===== src/hw/rtl/phong_fragment_shader_core_assert.svh =====
// ----------------------------------------------------------------------------
// Phong shader assertion macros
// Shared concurrent check forms, clocked on clk and held off during arst_n.
// ----------------------------------------------------------------------------
`ifndef PHONG_FRAGMENT_SHADER_CORE_ASSERT_SVH
`define PHONG_FRAGMENT_SHADER_CORE_ASSERT_SVH

// Same-cycle implication
`define PHONG_ASSERT_IMP(lbl, pre, post, msg) \
	lbl: assert property (@(posedge clk) disable iff (!arst_n) (pre) |-> (post)) \
		else $error(msg);

// Next-cycle implication
`define PHONG_ASSERT_NXT(lbl, pre, post, msg) \
	lbl: assert property (@(posedge clk) disable iff (!arst_n) (pre) |=> (post)) \
		else $error(msg);

`endif


===== src/hw/rtl/phong_pkg.sv =====
// ----------------------------------------------------------------------------
// Phong shader package
// Beat types, register and light codes, and small fixed-point helpers.
// ----------------------------------------------------------------------------
package phong_pkg;

	localparam int SHINE_BITS_DEF = 8;
	localparam int CFG_IDX_W      = 3;
	localparam int MUL_W          = 34;
	localparam int PROD_W         = 2 * MUL_W;

	localparam logic [31:0] ONE_Q14 = 32'd16384;

	// Light kinds
	localparam logic [1:0] KIND_AMBIENT     = 2'd0;
	localparam logic [1:0] KIND_POINT       = 2'd1;
	localparam logic [1:0] KIND_DIRECTIONAL = 2'd2;

	// Register indexes
	localparam logic [CFG_IDX_W-1:0] REG_AMBIENT  = 3'd0;
	localparam logic [CFG_IDX_W-1:0] REG_DIFFUSE  = 3'd1;
	localparam logic [CFG_IDX_W-1:0] REG_SPECULAR = 3'd2;
	localparam logic [CFG_IDX_W-1:0] REG_SHINE    = 3'd3;
	localparam logic [CFG_IDX_W-1:0] REG_VIEW     = 3'd4;

	typedef struct packed {
		logic [1:0]  light_kind;
		logic [47:0] light_vector;
		logic [47:0] light_color;
		logic [47:0] surface_normal;
		logic [47:0] surface_point;
		logic        last_light;
	} phong_in_t;

	typedef struct packed {
		logic [7:0] red;
		logic [7:0] green;
		logic [7:0] blue;
		logic [7:0] alpha;
	} phong_out_t;

	typedef struct packed {
		logic                    en;
		logic signed [MUL_W-1:0] a;
		logic signed [MUL_W-1:0] b;
	} mul_req_t;

	// Pick one 16-bit lane of a packed triple
	function automatic logic [15:0] comp16(input logic [47:0] v, input logic [1:0] c);
		logic [15:0] r;
		case (c)
			2'd0:    r = v[15:0];
			2'd1:    r = v[31:16];
			2'd2:    r = v[47:32];
			default: r = v[15:0];
		endcase
		return r;
	endfunction

	function automatic logic signed [MUL_W-1:0] sx16(input logic [15:0] v);
		return {{(MUL_W-16){v[15]}}, v};
	endfunction

	function automatic logic signed [MUL_W-1:0] sx17(input logic [16:0] v);
		return {{(MUL_W-17){v[16]}}, v};
	endfunction

	function automatic logic signed [MUL_W-1:0] zx16(input logic [15:0] v);
		return {{(MUL_W-16){1'b0}}, v};
	endfunction

	function automatic logic signed [MUL_W-1:0] zx32(input logic [31:0] v);
		return {{(MUL_W-32){1'b0}}, v};
	endfunction

	// Q.14 product, floored and saturated to 32 bits
	function automatic logic [31:0] mul14(input logic signed [PROD_W-1:0] p);
		logic [31:0] r;
		if (|p[PROD_W-1:46])
			r = 32'hFFFF_FFFF;
		else
			r = p[45:14];
		return r;
	endfunction

	function automatic logic [31:0] sat_add(input logic [31:0] a, input logic [31:0] b);
		logic [32:0] s;
		s = {1'b0, a} + {1'b0, b};
		return s[32] ? 32'hFFFF_FFFF : s[31:0];
	endfunction

endpackage


===== src/hw/rtl/phong_mul.sv =====
// ----------------------------------------------------------------------------
// Phong shared multiplier
// Signed 34 x 34 multiply with the product registered on request.
// ----------------------------------------------------------------------------
module phong_mul (
	input  logic                                       clk,
	input  phong_pkg::mul_req_t                        req,
	output logic signed [phong_pkg::PROD_W-1:0]        prod
);
	import phong_pkg::*;

	// Capture the product of the issued operands
	always_ff @(posedge clk) begin
		if (req.en)
			prod <= PROD_W'(req.a) * PROD_W'(req.b);
	end

endmodule


===== config.mk =====
export PLATFORM = sky130hd
export DESIGN_NAME = phong_mul
export DESIGN_NICKNAME = d
export VERILOG_FILES = /design/src/hw/rtl/phong_fragment_shader_core_assert.svh /design/src/hw/rtl/phong_pkg.sv /design/src/hw/rtl/phong_mul.sv
export SDC_FILE = /design/constraint.sdc
export NUM_CORES = 2
export LEC_CHECK = 0
export BUFFER_PORTS_ARGS = -buffer_cell sky130_fd_sc_hd__buf_2
export CORE_ASPECT_RATIO = 1.5
export CORE_MARGIN = 4
export CORE_UTILIZATION = 67
export CTS_BUF_LIST = sky130_fd_sc_hd__clkbuf_8 sky130_fd_sc_hd__clkbuf_16
export DETAILED_ROUTE_END_ITERATION = 8
export GPL_TIMING_DRIVEN = 0
export PLACE_DENSITY = 0.86
export SETUP_SLACK_MARGIN = 0.5
export SYNTH_ARGS = -nofsm -noshare
export SYNTH_HDL_FRONTEND = slang
export SYNTH_SLANG_ARGS = --single-unit

===== constraint.sdc =====
create_clock -name clk -period 12.35 [get_ports clk]
set_input_delay 3.0875 -clock clk [delete_from_list [all_inputs] [get_ports clk]]
set_output_delay 3.0875 -clock clk [all_outputs]
set_load 0.01 [all_outputs]

==> key figures <==
Floorplanning
  • Boundary Pins: 138
  • Core area: 64600 um^2
  • FP Rows: 114
  • DIE WIDTH: 217 um
  • Die Y: 321 um
  • Initial Utilization: 0.676
  • Area of the die: 69500 um^2

Synthesis
  • Syn Inst Count: 4554
  • Most common cell in the synthesized netlist: fa_1
  • EDFF count, synth: 68
  • Netlist cell types: 69
  • Post-synth top area share: 0.568
  • Post-synth top cells: fa_1, inv_1, and2_1, nand2_1, clkbuf_1
  • Synth top area cells: fa_1, inv_1, and2_1, ha_1, edfxtp_1
  • Yosys warning count: 0
  • Sequential share of the synthesized area: 0.0467
  • Number of synthesized register bits: 68
  • Mapped cell area: 43700 um^2
  • Area leader, netlist: fa_1
  • Syn nets: 6069
  • Ys flop type: edfxtp_1
  • Avg Cell Area, Syn: 9.60 um^2
  • Asr flop ratio synth: 0

Status
  • Failing checks: capacitance limit
  • Outcome: finished, violations left

Min path
  • Hold Path Depth: 1
  • Tightest Hold Check Type: primary input to register
  • Hold_sp: req[68]

GRT
  • Initial antenna violation count: 40
  • GR Util All Layers: 0.553
  • Vias in the first global route: 40013
  • GRT overflow: 0
  • First-pass GRT wire length: 268000 um
  • Pin count of the biggest net entering global routing: 64

Clock network
  • CTS Buf Count: 9
  • Longest Clk Path Bufs: 2
  • CTS clk-pin slew, worst paths: 70 ps
  • H-tree levels: 3
  • TritonCTS clock tree: built
  • Clock root cell: clkbuf_16
  • Clock sink count: 68

Timing
  • Slew HR: 0.00589
  • Fin crit share: 0.993
  • Final setup viols: 0
  • Final Max Slew Viols: 0
  • F_max: 0.0815 GHz
  • Hold Fails Final Rpt: 0
  • Setup TNS: 0 ps
  • Unrepaired setup endpoints after global routing: true
  • Final worst setup slack: 85.1 ps
  • Post-layout min period: 12260 ps
  • Worst slew pin tran: 1490 ps

Final layout
  • Fin nets: 6217
  • Largest register FFs: 68
  • Top flop regs: prod x68
  • Largest register by flop count: prod
  • Share of cells above drive strength 1: 0.0554
  • Area growth, synth to finish: 5.48%

Place
  • Gp weighted congestion: 1.15
  • Dpl ws: -897 ps
  • Post-DP HPWL: 150000 um
  • Port bufs: 131

Job
  • Max_cap viols: 1

Drt
  • DRC Markers: 0
  • Vias: 36371
  • WL per Instance: 32.8 um
  • Drt pass-1 iters: 8
  • Final ANT Viol Nets: 0
  • Initial DRC Count: 4624
  • Total wire length: 184000 um
  • Vias per Instance: 6.48

Setup path
  • Crit Path Max Fanout: 10
  • Worst EP arrival: 12420 ps
  • Element type at the critical path end: register
  • Crit path required time: 12510 ps
  • CP Launch Point: req[25]
  • Setup CP Type: primary input to register
  • Critical Path Source Type: primary input
[worst max-delay path: stages]
cell and delay (ps):
clkbuf_1 580, clkbuf_1 910, nand2_1 190, fa_1 580
inv_1 60, fa_1 510, fa_1 710, fa_1 570
fa_1 640, fa_1 470, fa_1 530, inv_1 50
fa_1 470, inv_1 40, ha_1 390, a21oi_1 300
o21ai_0 200, a21o_1 220, a21o_1 250, a221oi_1 320
o21ai_0 240, a31oi_2 540, o21ai_1 200, a21oi_1 230
xnor2_1 110
[stage by stage]
stage,area [um^2],util,hold WS (ps),std cells
2_1_floorplan,43700,-,3200,4554
3_5_place_dp,45500,0.704,3470,5556
6_report,46100,0.713,3050,5613
3_3_place_gp,45500,0.703,3500,5555
4_1_cts,45900,0.710,3060,5576
5_1_grt,46000,0.712,3040,5581
[layout by cell type, fill, tap and decap left out, types with 4 or more instances in the layout]
cell type,synthesis,final
edfxtp_1,68,68
nand2_1,542,542
a31oi_1,7,7
o21ai_0,31,30
xnor2_1,56,56
nor2b_1,9,9
o21ai_1,7,7
buf_4,4,10
or2_2,4,4
clkbuf_2,2,52
fa_1,1241,1238
and2_1,621,621
a21o_1,37,37
inv_1,1231,1231
nand2b_1,20,20
xor2_1,23,23
nor3_1,5,5
buf_2,2,135
o21bai_1,12,12
clkbuf_1,214,152
clkdlybuf4s15_1,0,6
and3_1,5,5
nand4_1,11,11
ha_1,204,202
a21oi_1,61,61
a211oi_1,6,6
nor2_1,54,54
o21a_1,4,4
diode_2,0,36
clkbuf_16,0,9
nand3_1,11,11
[cells by family (layout without fill, tap and decap cells)]
group | count (synthesis) | after routing | share of synthesized area
buf+inv | 1460 | 1613 | 0.126
fa+ha+maj | 1445 | 1445 | 0.627
flops | 68 | 68 | 0.0467
simple gates | 1296 | 1296 | 0.151
compound gates | 206 | 206 | 0.0329
xor+xnor | 79 | 79 | 0.0158
other cells | 0 | 36 | 0
[metal layers]
metal	part of all wire	track usage
met1	0.26	0.551
met2	0.44	0.820
met3	0.13	0.231
met4	0.17	0.615
met5	0.00064	0.0132
[final timing paths]
check / end / slack (ps)
worst min-delay path: prod[66]$_DFFE_PP_ / 3050
worst max-delay path: prod[67]$_DFFE_PP_ / 90
[final cells by class]
class / count / area, um^2
inverter: 1232 / 4620
antenna: 36 / 90.1
clock buffer: 9 / 225
timing repair buffer: 137 / 723
sequential: 68 / 2040
clock inverter: 7 / 98.8
multi-input combinational: 3026 / 36200
fill: 4651 / 18500
buffer: 228 / 1010
tap: 870 / 1090
[what timing repair did]
action	in CTS	in global routing
hold endpoints to repair	0	0
hold buffers	0	0
gates resized for setup	25	124
pin swaps	2	1
setup endpoints to repair	15	12
cloned	0	0
buffers inserted	4	1
Power is not shown: default switching activity piles up to over one toggle a cycle in this logic, so the estimate is an artifact.
